## config.mk

```make
export PLATFORM = sky130hd
export DESIGN_NAME = bounded_double_ended_queue
export DESIGN_NICKNAME = d
export VERILOG_FILES = /design/src/hdl/bdeq_pkg.sv /design/src/hdl/bdeq_ram.sv /design/src/hdl/bdeq_ctrl.sv /design/src/hdl/bounded_double_ended_queue.sv
export VERILOG_INCLUDE_DIRS = /design/src /design/src/hdl
export SDC_FILE = /design/constraint.sdc
export NUM_CORES = 2
export LEC_CHECK = 0
export ABC_AREA = 1
export CAP_MARGIN = 40
export CORE_AREA = 8 8 510 362
export DETAILED_ROUTE_END_ITERATION = 12
export DIE_AREA = 0 0 518 370
export DONT_BUFFER_PORTS = 1
export PLACE_DENSITY = 0.63
export SLEW_MARGIN = 5
export SYNTH_ARGS = -nofsm -noshare
export SYNTH_HDL_FRONTEND = slang
export SYNTH_HIERARCHICAL = 1
export SYNTH_SLANG_ARGS = --single-unit
```

## constraint.sdc

```tcl
create_clock -name clock -period 5.85 [get_ports clock]
set_clock_uncertainty 0.15 [all_clocks]
set_input_delay 1.17 -clock clock [delete_from_list [all_inputs] [get_ports clock]]
set_output_delay 1.17 -clock clock [all_outputs]
set_load 0.01 [all_outputs]
```

## src/hdl/bounded_double_ended_queue_macros.svh

```systemverilog
// Assertion macros for the double-ended queue RTL.
`ifndef BOUNDED_DOUBLE_ENDED_QUEUE_MACROS_SVH
`define BOUNDED_DOUBLE_ENDED_QUEUE_MACROS_SVH

// Same-cycle implication, checked on every clock outside reset.
`define BDEQ_ASSERT_NOW(lbl, ante, cons, msg) \
   lbl: assert property (@(posedge clock) disable iff (reset) (ante) |-> (cons)) \
      else $error(msg);

// Next-cycle implication, checked on every clock outside reset.
`define BDEQ_ASSERT_NEXT(lbl, ante, cons, msg) \
   lbl: assert property (@(posedge clock) disable iff (reset) (ante) |=> (cons)) \
      else $error(msg);

`endif

```

## src/hdl/bdeq_pkg.sv

```systemverilog
// Types, constants and ring helpers for the double-ended queue.
package bdeq_pkg;

   localparam int DEPTH   = 64;
   localparam int IDX_W   = (DEPTH > 1) ? $clog2(DEPTH) : 1;
   localparam int CNT_W   = $clog2(DEPTH + 1);
   localparam int SUM_W   = CNT_W + 1;
   localparam int DATA_W  = 32;

   typedef logic [IDX_W-1:0]  idx_type;
   typedef logic [CNT_W-1:0]  cnt_type;
   typedef logic [DATA_W-1:0] data_type;

   typedef enum logic [2:0] {
      CMD_PUSH_FRONT = 3'd0,
      CMD_PUSH_BACK  = 3'd1,
      CMD_POP_FRONT  = 3'd2,
      CMD_POP_BACK   = 3'd3,
      CMD_LIST       = 3'd4
   } cmd_type;

   typedef enum logic [1:0] {
      STATUS_OK    = 2'd0,
      STATUS_EMPTY = 2'd1,
      STATUS_FULL  = 2'd2
   } status_type;

   typedef enum logic [1:0] {
      ST_IDLE,
      ST_ANSWER,
      ST_LIST
   } state_type;

   typedef struct packed {
      logic     wr_en;
      idx_type  wr_addr;
      data_type wr_data;
      logic     rd_en;
      idx_type  rd_addr;
   } mem_req_type;

   function automatic idx_type ring_inc(input idx_type pos);
      return (pos == IDX_W'(DEPTH - 1)) ? '0 : idx_type'(pos + 1'b1);
   endfunction

   function automatic idx_type ring_dec(input idx_type pos);
      return (pos == '0) ? IDX_W'(DEPTH - 1) : idx_type'(pos - 1'b1);
   endfunction

   // front + offset, wrapped; offset never exceeds DEPTH
   function automatic idx_type ring_add(input idx_type pos, input cnt_type offset);
      logic [SUM_W-1:0] sum;
      sum = SUM_W'(pos) + SUM_W'(offset);
      if (sum >= SUM_W'(DEPTH)) begin
         sum = sum - SUM_W'(DEPTH);
      end
      return sum[IDX_W-1:0];
   endfunction

endpackage

```

## src/hdl/bdeq_ram.sv

```systemverilog
// Ring store: one write port and one registered read port.
module bdeq_ram
   import bdeq_pkg::*;
(
   input  logic        clock,
   input  mem_req_type mem_req,
   output data_type    rd_data
);

   data_type mem [DEPTH];
   data_type rd_data_ff;

   always_ff @(posedge clock) begin
      if (mem_req.wr_en) begin
         mem[mem_req.wr_addr] <= mem_req.wr_data;
      end
   end

   // hold read data until the next read so a stalled result stays put
   always_ff @(posedge clock) begin
      if (mem_req.rd_en) begin
         rd_data_ff <= mem[mem_req.rd_addr];
      end
   end

   assign rd_data = rd_data_ff;

endmodule

```

## src/hdl/bdeq_ctrl.sv

```systemverilog
// Command sequencer: ring pointers, store accesses and the result register.
module bdeq_ctrl
   import bdeq_pkg::*;
(
   input  logic        clock,
   input  logic        reset,
   input  logic        req_valid,
   output logic        req_ready,
   input  logic [2:0]  req_command,
   input  data_type    req_value,
   output logic        rsp_valid,
   input  logic        rsp_ready,
   output data_type    rsp_value,
   output status_type  rsp_status,
   output logic        rsp_last,
   output mem_req_type mem_req,
   input  data_type    rd_data
);

`include "bounded_double_ended_queue_macros.svh"

   localparam cnt_type MAX_COUNT = CNT_W'(DEPTH);

   state_type  state_ff, state_in;
   idx_type    front_ff, front_in;
   cnt_type    count_ff, count_in;
   status_type answer_status_ff, answer_status_in;
   logic       use_mem_ff, use_mem_in;
   idx_type    list_pos_ff, list_pos_in;
   cnt_type    list_left_ff, list_left_in;

   logic       rsp_valid_ff, rsp_valid_in;
   data_type   rsp_value_ff, rsp_value_in;
   status_type rsp_status_ff, rsp_status_in;
   logic       rsp_last_ff, rsp_last_in;

   logic req_fire;
   logic out_free;
   logic is_full;
   logic is_empty;
   logic push_ok;
   logic list_left_ok;

   assign out_free = !rsp_valid_ff || rsp_ready;
   assign is_full  = (count_ff == MAX_COUNT);
   assign is_empty = (count_ff == '0);
   assign req_ready = (state_ff == ST_IDLE);
   assign req_fire  = req_valid && req_ready;

   assign push_ok      = req_fire && !is_full &&
                         (req_command == CMD_PUSH_BACK || req_command == CMD_PUSH_FRONT);
   assign list_left_ok = (list_left_ff != '0) && (list_left_ff <= count_ff);

   always_ff @(posedge clock) begin
      if (reset) begin
         state_ff     <= ST_IDLE;
         front_ff     <= '0;
         count_ff     <= '0;
         rsp_valid_ff <= 1'b0;
      end else begin
         state_ff     <= state_in;
         front_ff     <= front_in;
         count_ff     <= count_in;
         rsp_valid_ff <= rsp_valid_in;
      end
   end

   always_ff @(posedge clock) begin
      answer_status_ff <= answer_status_in;
      use_mem_ff       <= use_mem_in;
      list_pos_ff      <= list_pos_in;
      list_left_ff     <= list_left_in;
      rsp_value_ff     <= rsp_value_in;
      rsp_status_ff    <= rsp_status_in;
      rsp_last_ff      <= rsp_last_in;
   end

   always_comb begin
      state_in         = state_ff;
      front_in         = front_ff;
      count_in         = count_ff;
      answer_status_in = answer_status_ff;
      use_mem_in       = use_mem_ff;
      list_pos_in      = list_pos_ff;
      list_left_in     = list_left_ff;
      rsp_valid_in     = rsp_valid_ff && !rsp_ready;
      rsp_value_in     = rsp_value_ff;
      rsp_status_in    = rsp_status_ff;
      rsp_last_in      = rsp_last_ff;
      mem_req          = '0;
      mem_req.wr_data  = req_value;

      unique case (state_ff)
         ST_IDLE: begin
            if (req_fire) begin
               answer_status_in = STATUS_OK;
               use_mem_in       = 1'b0;
               state_in         = ST_ANSWER;
               unique case (req_command)
                  CMD_PUSH_FRONT: begin
                     if (is_full) begin
                        answer_status_in = STATUS_FULL;
                     end else begin
                        mem_req.wr_en   = 1'b1;
                        mem_req.wr_addr = ring_dec(front_ff);
                        front_in        = ring_dec(front_ff);
                        count_in        = count_ff + 1'b1;
                     end
                  end
                  CMD_PUSH_BACK: begin
                     if (is_full) begin
                        answer_status_in = STATUS_FULL;
                     end else begin
                        mem_req.wr_en   = 1'b1;
                        mem_req.wr_addr = ring_add(front_ff, count_ff);
                        count_in        = count_ff + 1'b1;
                     end
                  end
                  CMD_POP_FRONT: begin
                     if (is_empty) begin
                        answer_status_in = STATUS_EMPTY;
                     end else begin
                        mem_req.rd_en   = 1'b1;
                        mem_req.rd_addr = front_ff;
                        use_mem_in      = 1'b1;
                        front_in        = ring_inc(front_ff);
                        count_in        = count_ff - 1'b1;
                     end
                  end
                  CMD_POP_BACK: begin
                     if (is_empty) begin
                        answer_status_in = STATUS_EMPTY;
                     end else begin
                        mem_req.rd_en   = 1'b1;
                        mem_req.rd_addr = ring_add(front_ff, cnt_type'(count_ff - 1'b1));
                        use_mem_in      = 1'b1;
                        count_in        = count_ff - 1'b1;
                     end
                  end
                  CMD_LIST: begin
                     if (is_empty) begin
                        answer_status_in = STATUS_EMPTY;
                     end else begin
                        mem_req.rd_en   = 1'b1;
                        mem_req.rd_addr = front_ff;
                        list_pos_in     = ring_inc(front_ff);
                        list_left_in    = count_ff;
                        state_in        = ST_LIST;
                     end
                  end
                  default: begin
                     // drop unused codes without a result
                     state_in = ST_IDLE;
                  end
               endcase
            end
         end
         ST_ANSWER: begin
            if (out_free) begin
               rsp_valid_in  = 1'b1;
               rsp_value_in  = use_mem_ff ? rd_data : '0;
               rsp_status_in = answer_status_ff;
               rsp_last_in   = 1'b1;
               state_in      = ST_IDLE;
            end
         end
         ST_LIST: begin
            if (out_free) begin
               rsp_valid_in  = 1'b1;
               rsp_value_in  = rd_data;
               rsp_status_in = STATUS_OK;
               rsp_last_in   = (list_left_ff == cnt_type'(1));
               if (list_left_ff == cnt_type'(1)) begin
                  state_in = ST_IDLE;
               end else begin
                  // fetch the next entry while this beat goes out
                  mem_req.rd_en   = 1'b1;
                  mem_req.rd_addr = list_pos_ff;
                  list_pos_in     = ring_inc(list_pos_ff);
                  list_left_in    = list_left_ff - 1'b1;
               end
            end
         end
         default: begin
            state_in = ST_IDLE;
         end
      endcase
   end

   assign rsp_valid  = rsp_valid_ff;
   assign rsp_value  = rsp_value_ff;
   assign rsp_status = rsp_status_ff;
   assign rsp_last   = rsp_last_ff;

   `BDEQ_ASSERT_NOW(a_count_bound, 1'b1, count_ff <= MAX_COUNT, "entry count above depth")
   `BDEQ_ASSERT_NOW(a_write_idle, mem_req.wr_en, req_ready && !mem_req.rd_en, "stray store write")
   `BDEQ_ASSERT_NOW(a_list_left, state_ff == ST_LIST, list_left_ok, "bad list run count")
   `BDEQ_ASSERT_NEXT(a_push_count, push_ok, count_ff == $past(count_ff) + 1'b1, "push count stuck")

endmodule

```

## src/hdl/bounded_double_ended_queue.sv

```systemverilog
// Bounded double-ended queue of signed 32-bit values in a 64-entry ring store.
// One command is taken at a time. Push, pop and an empty or full answer pass
// through the answer state to the result beat, a pop's value coming from the
// store's registered read; req_tready returns once the result is in the output
// register, so a command can be taken while that result still waits. A list
// of N entries gives N beats after the first store read, one per cycle while
// rsp_tready is high, rsp_tlast on the last. The store needs no clearing at reset.
module bounded_double_ended_queue
   import bdeq_pkg::*;
(
   input  logic        clock,
   input  logic        reset,
   input  logic        req_tvalid,
   output logic        req_tready,
   input  logic [39:0] req_tdata,  // [2:0] command, [34:3] value_in, [39:35] zero
   output logic        rsp_tvalid,
   input  logic        rsp_tready,
   output logic [39:0] rsp_tdata,  // [31:0] value_out, [33:32] status, [39:34] zero
   output logic        rsp_tlast
);

   mem_req_type mem_req;
   data_type    rd_data;
   data_type    rsp_value;
   status_type  rsp_status;

   bdeq_ctrl u_ctrl (
      .clock       (clock),
      .reset       (reset),
      .req_valid   (req_tvalid),
      .req_ready   (req_tready),
      .req_command (req_tdata[2:0]),
      .req_value   (req_tdata[34:3]),
      .rsp_valid   (rsp_tvalid),
      .rsp_ready   (rsp_tready),
      .rsp_value   (rsp_value),
      .rsp_status  (rsp_status),
      .rsp_last    (rsp_tlast),
      .mem_req     (mem_req),
      .rd_data     (rd_data)
   );

   bdeq_ram u_ram (
      .clock   (clock),
      .mem_req (mem_req),
      .rd_data (rd_data)
   );

   assign rsp_tdata = {6'b0, rsp_status, rsp_value};

endmodule
```

; ---- Word level (Yosys, flattened, before mapping)
; Memories as Yosys holds them, arrays and structs flattened. A register that Yosys moved wholly into a read port is not among the register bits.
; Index checks and enable logic that the tools add are counted.
[totals]
ram_bits = 2048
word_cells = 128
output_inout_bits = 43
latch_bits = 0
reg_bits = 67
rom_bits = 0
n_memories = 1
input_bits = 44
[memory_table]
columns = name, depth, width, read_ports, rd_clocked_by_memory_dff, wr, line
row1 = u_ram.mem, 64, 32, 1, 1, 1, bdeq_ram.sv:10  ; data_type mem [DEPTH];
[classes]
mux = 58
bitwise_logic = 0
n_eq_ne = 21
multipliers = 0
div = 0
n_shift = 0
reduce_logical = 25
n_lt_le_gt_ge = 2
n_addsub = 10
[op_table]
columns = cell, count
row1 = 7-bit 2-to-1 mux, 16
row2 = 32-bit 2-to-1 mux, 3
row3 = 7-bit case mux with 2 select lines, 5
row4 = 6-bit 2-to-1 mux, 11
row5 = 32-bit case mux with 2 select lines, 1
row6 = 6-bit case mux with 2 select lines, 2
row7 = "6-bit by 1-bit subtractor with 6-bit output, second input constant", 3
row8 = 6-bit by 7-bit adder with 8-bit output, 2
row9 = "8-bit by 7-bit >= comparator with 1-bit output, second input constant", 2
row10 = "2-bit != test, second input constant", 8
row11 = 2-bit 2-to-1 mux, 7
row12 = "7-bit by 1-bit subtractor with 7-bit output, second input constant", 2
row13 = "6-bit by 1-bit adder with 6-bit output, second input constant", 2
row14 = "6-bit == test, second input constant", 2
row15 = 2-bit case mux with 2 select lines, 3
row16 = 5-bit AND reduction, 2
row17 = 1-bit 2-to-1 mux, 8
row18 = 2-bit nonzero test, 4
row19 = 2-bit OR reduction, 4
row20 = "7-bit by 1-bit adder with 7-bit output, second input constant", 1
row21 = "7-bit by 1-bit == test with 1-bit output, second input constant", 1
row22 = "7-bit == test, second input constant", 1
row23 = 7-bit zero test, 1
row24 = "3-bit by 2-bit == test with 1-bit output, second input constant", 2
row25 = 19 further kinds, 23

; ---- Depth between registers and ports, before layout
[depth]
ltp_word = 9
depth_mapped = 22
ltp_nobuf = 19

; ---- Cells and area by module
; Netlist, hierarchy kept.
[modules_own_cells]
columns = mod, cells_each, area_each_um2, instances, seq_area_each_um2
row1 = bdeq_ram, 6787, 83152.2, 1, 62459.9
row2 = bdeq_ctrl, 590, 4576.9, 1, 1851.8
row3 = bounded_double_ended_queue, 7, 48.8, 1, 0.0

; ---- Worst setup path after synthesis
; No wires, ideal clock.
[synth_timing]
kind = input-to-reg
start = input port req_tdata[1]
end = memory u_ram/mem[62][0] (netlist bit), enable pin
setup_ps = 461
setup_slack_ps = 589
t_required_ps = 5239
arrival_time_ps = 4650
stages = 11
n_path_buf = 0
path_cell_list = inv_2 > nand2_1 > nor2_1 > nand2_2 > inv_1 > nand2_1 > a21oi_1 > inv_1 > nor3_1 > inv_1 > nor3_1
[synth_rtl]
columns = item, line
row1 = from (decl), bounded_double_ended_queue.sv:15  ; input logic [39:0] req_tdata,
row2 = to (decl), bdeq_ram.sv:10

==> impl_metrics.env <==
export IMPL_drc=0
export IMPL_layout_commonest_cell="nand2_1"
export IMPL_path_max_fanout=45
export IMPL_multi_input_area_mm2=0.02093
export IMPL_grt_max_degree=134
export IMPL_synth_edf_count=2131
export IMPL_rr_startpoint="u_ctrl/state_ff[0]"
export IMPL_critical_path_class="reg2reg"
export IMPL_p_leak_nw=34.02
export IMPL_worstReg2RegEnd="u_ram/rd_data[3]"
export IMPL_h_tree_depth=4
export IMPL_drive_above_1_share_pct=7.658
export IMPL_initial_core_util_pct=49.51
export IMPL_hold_path_class="in2reg"
export IMPL_ff2ff_path_depth=15
export IMPL_slew_violations=0
export IMPL_portBuffers=0
export IMPL_cts_resized=0
export IMPL_synth_top_area_cell="edfxtp_1"
export IMPL_power_w=0.04014
export IMPL_grt_pass1_wl_um=359700
export IMPL_ys_async_sr_fraction_pct=0
export IMPL_syn_area_mm2=0.08778
export IMPL_ctsRootBufferMaster="clkbuf_16"
export IMPL_fin_tns_setup_ns=0
export IMPL_clk_pin_slew_ns=0.06
export IMPL_detail_route_wl_per_cell_um=25.22
export IMPL_avgSynthCellArea_um2=11.89
export IMPL_ant_nets=0
export IMPL_gp_congestion=0.8808
export IMPL_cts_tree="done"
export IMPL_place_hpwl_um=129200
export IMPL_rsz0062_at_grt="no"
export IMPL_synth_area_leaders="edfxtp_1, nand3_1, nand2_1"
export IMPL_finalHoldViolCount=0
export IMPL_cts_setup_buffers=0
export IMPL_regArea_mm2=0.06431
export IMPL_first_pass_iters=6
export IMPL_nNetsFinal=7353
export IMPL_yosys_cell_types_count=43
export IMPL_clockBufferDepth=3
export IMPL_ir_drop_mv=0.3512
export IMPL_timing_final_crit_share_pct=85.13
export IMPL_synth_top_area_share_pct=72.90
export IMPL_cts_hold_buffers=0
export IMPL_grt_pass1_vias=53490
export IMPL_critPathRequiredTime_ns=6.32
export IMPL_cp_data_arrival_time_ns=5.45
export IMPL_synthFlopType="edfxtp_1"
export IMPL_max_slew_margin_pct=37.80
export IMPL_instances_no_fill=9824
export IMPL_grtUsageTotal_pct=25.13
export IMPL_setup_viol=0
export IMPL_area_growth_pct=10.61
export IMPL_setup_worst_path_start="u_ctrl/state_ff[0]"
export IMPL_cts_sinks=2147
export IMPL_fmax_mhz=200.8
export IMPL_syn_inst=7384
export IMPL_yosysWarnings=6
export IMPL_cts_buffers=199
export IMPL_r2r_slack_ns=0.87
export IMPL_crit_path_end_kind="register"
export IMPL_fillers=14670
export IMPL_die_w_um=518
export IMPL_mostFrequentLayoutCells="nand2_1, edfxtp_1, nand3_1, clkbuf_16, buf_4"
export IMPL_fin_crit_ns=4.980
export IMPL_die_h_um=370
export IMPL_die_area_mm2=0.1917
export IMPL_cp_start_kind="register"
export IMPL_grt_overflow=0
export IMPL_ys_seq_area_share_pct=73.27
export IMPL_drtIter0Drc=7605
export IMPL_vias=57210
export IMPL_place_area_mm2=0.09068
export IMPL_power_density_mw_per_mm2=413.4
export IMPL_clock_latency_ns=0.83
export IMPL_core_area_mm2=0.1773
export IMPL_finalWirelength_um=247800
export IMPL_finalInstanceArea_mm2=0.09709
export IMPL_status="completed"
export IMPL_ios=87
export IMPL_worst_pin_slew_ns=0.9329
export IMPL_place_inst=9461
export IMPL_drv_cap=0
export IMPL_antenna_found_initial=13
export IMPL_vias_per_cell=5.824
export IMPL_synth_seq_cells=2147
export IMPL_num_rows=130
export IMPL_crit_end="u_ram/rd_data[3]"
==> worst min path at each step <==
stage	from	to	slack (ns)	cells after the start
global route	reset	u_ctrl/count_ff[5]	0.22	1
floorplan	u_ctrl/state_ff[0]	u_ctrl/state_ff[0]	0.33	2
detailed placement	u_ctrl/state_ff[0]	u_ctrl/state_ff[0]	0.36	2
finish	reset	u_ctrl/count_ff[0]	0.25	1
global placement	u_ctrl/state_ff[0]	u_ctrl/state_ff[0]	0.36	2
CTS	reset	u_ctrl/count_ff[0]	0.18	1
==> Yosys cell counts, types with 14 or more instances <==
| library cell | count |
|---|---|
| inv_1 | 101 |
| edfxtp_1 | 2131 |
| buf_6 | 26 |
| o21ai_0 | 21 |
| buf_2 | 251 |
| ha_1 | 21 |
| buf_4 | 74 |
| nand2_1 | 2411 |
| nor3_1 | 14 |
| xor2_1 | 16 |
| nand3_1 | 1938 |
| dfxtp_1 | 16 |
| clkbuf_1 | 86 |
| a21oi_1 | 20 |
| buf_1 | 56 |
| nor2_1 | 141 |
==> power by group <==
group          total, W  internal (W)  switching (W)
logic           0.00952       0.00262        0.00691
clock network    0.0129       0.00738        0.00556
registers        0.0177        0.0174       0.000241
==> cells by family after synthesis <==
family / share of synthesized area [%]
simple gates: 22.33
flops: 73.27
compound gates: 0.3564
other cells: 0.004272
xor+xnor: 0.1796
fa+ha+maj: 0.3450
buf+inv: 3.515
==> worst max-delay path: stages, from the launching register on <==
cell     delay [ns]
dfxtp_1        0.33
inv_1          0.09
ha_1           0.62
nand2_1        0.32
nor2_1         0.44
nand2_1        0.17
nand2_4        0.45
buf_4          0.53
nand2_1        0.09
nand3_1        0.10
nand3_1        0.10
nand3_1        0.17
nand3_1        0.48
nand2_1        0.39
nand2_1        0.08
nand2_1        0.23
==> per-layer routing <==
| layer | part of all wire (%) | vias up | global-route usage, % |
|---|---|---|---|
| met5 | 0.0052 | - | 0 |
| met1 | 42 | 27840 | 37.20 |
| met3 | 12 | 408 | 6.526 |
| met4 | 3.0 | 2 | 8.085 |
| met2 | 42 | 3118 | 36.41 |
| li1 | - | 25850 | - |
==> flip-flops by register name, summed over array words and instances (netlist names), 2 cells and up <==
signal / flops
u_ctrl/rsp_value: 32
u_ctrl/count_ff: 7
u_ctrl/front_ff: 6
u_ctrl/state_ff: 2
u_ctrl/answer_status_ff: 2
u_ctrl/rsp_status: 2
u_ctrl/list_left_ff: 7
u_ram/mem: 2048
u_ctrl/list_pos_ff: 6
u_ram/rd_data: 32
==> through the flow <==
stage	util, %	worst slack [ns]	hold WS (ns)
5_1_grt	54.76	0.6897	0.2243
2_1_floorplan	-	0.5890	0.3311
3_5_place_dp	51.15	0.9443	0.3587
3_3_place_gp	51.14	1.012	0.3584
4_1_cts	54.76	1.052	0.1825
6_report	54.76	0.8701	0.2498
==> final cells by class <==
cell class              instances  share of cell area [%]
flip-flops and latches       2147                   66.24
multi-input cells            4635                   21.56
clock buffers                 244                   5.432
well taps                    2376                   3.062
repair buffers                190                   2.057
clock inverters               114                   1.160
inverters                     113                  0.4807
diodes                          5                 0.01289
Power figures use the tool's default switching activity.
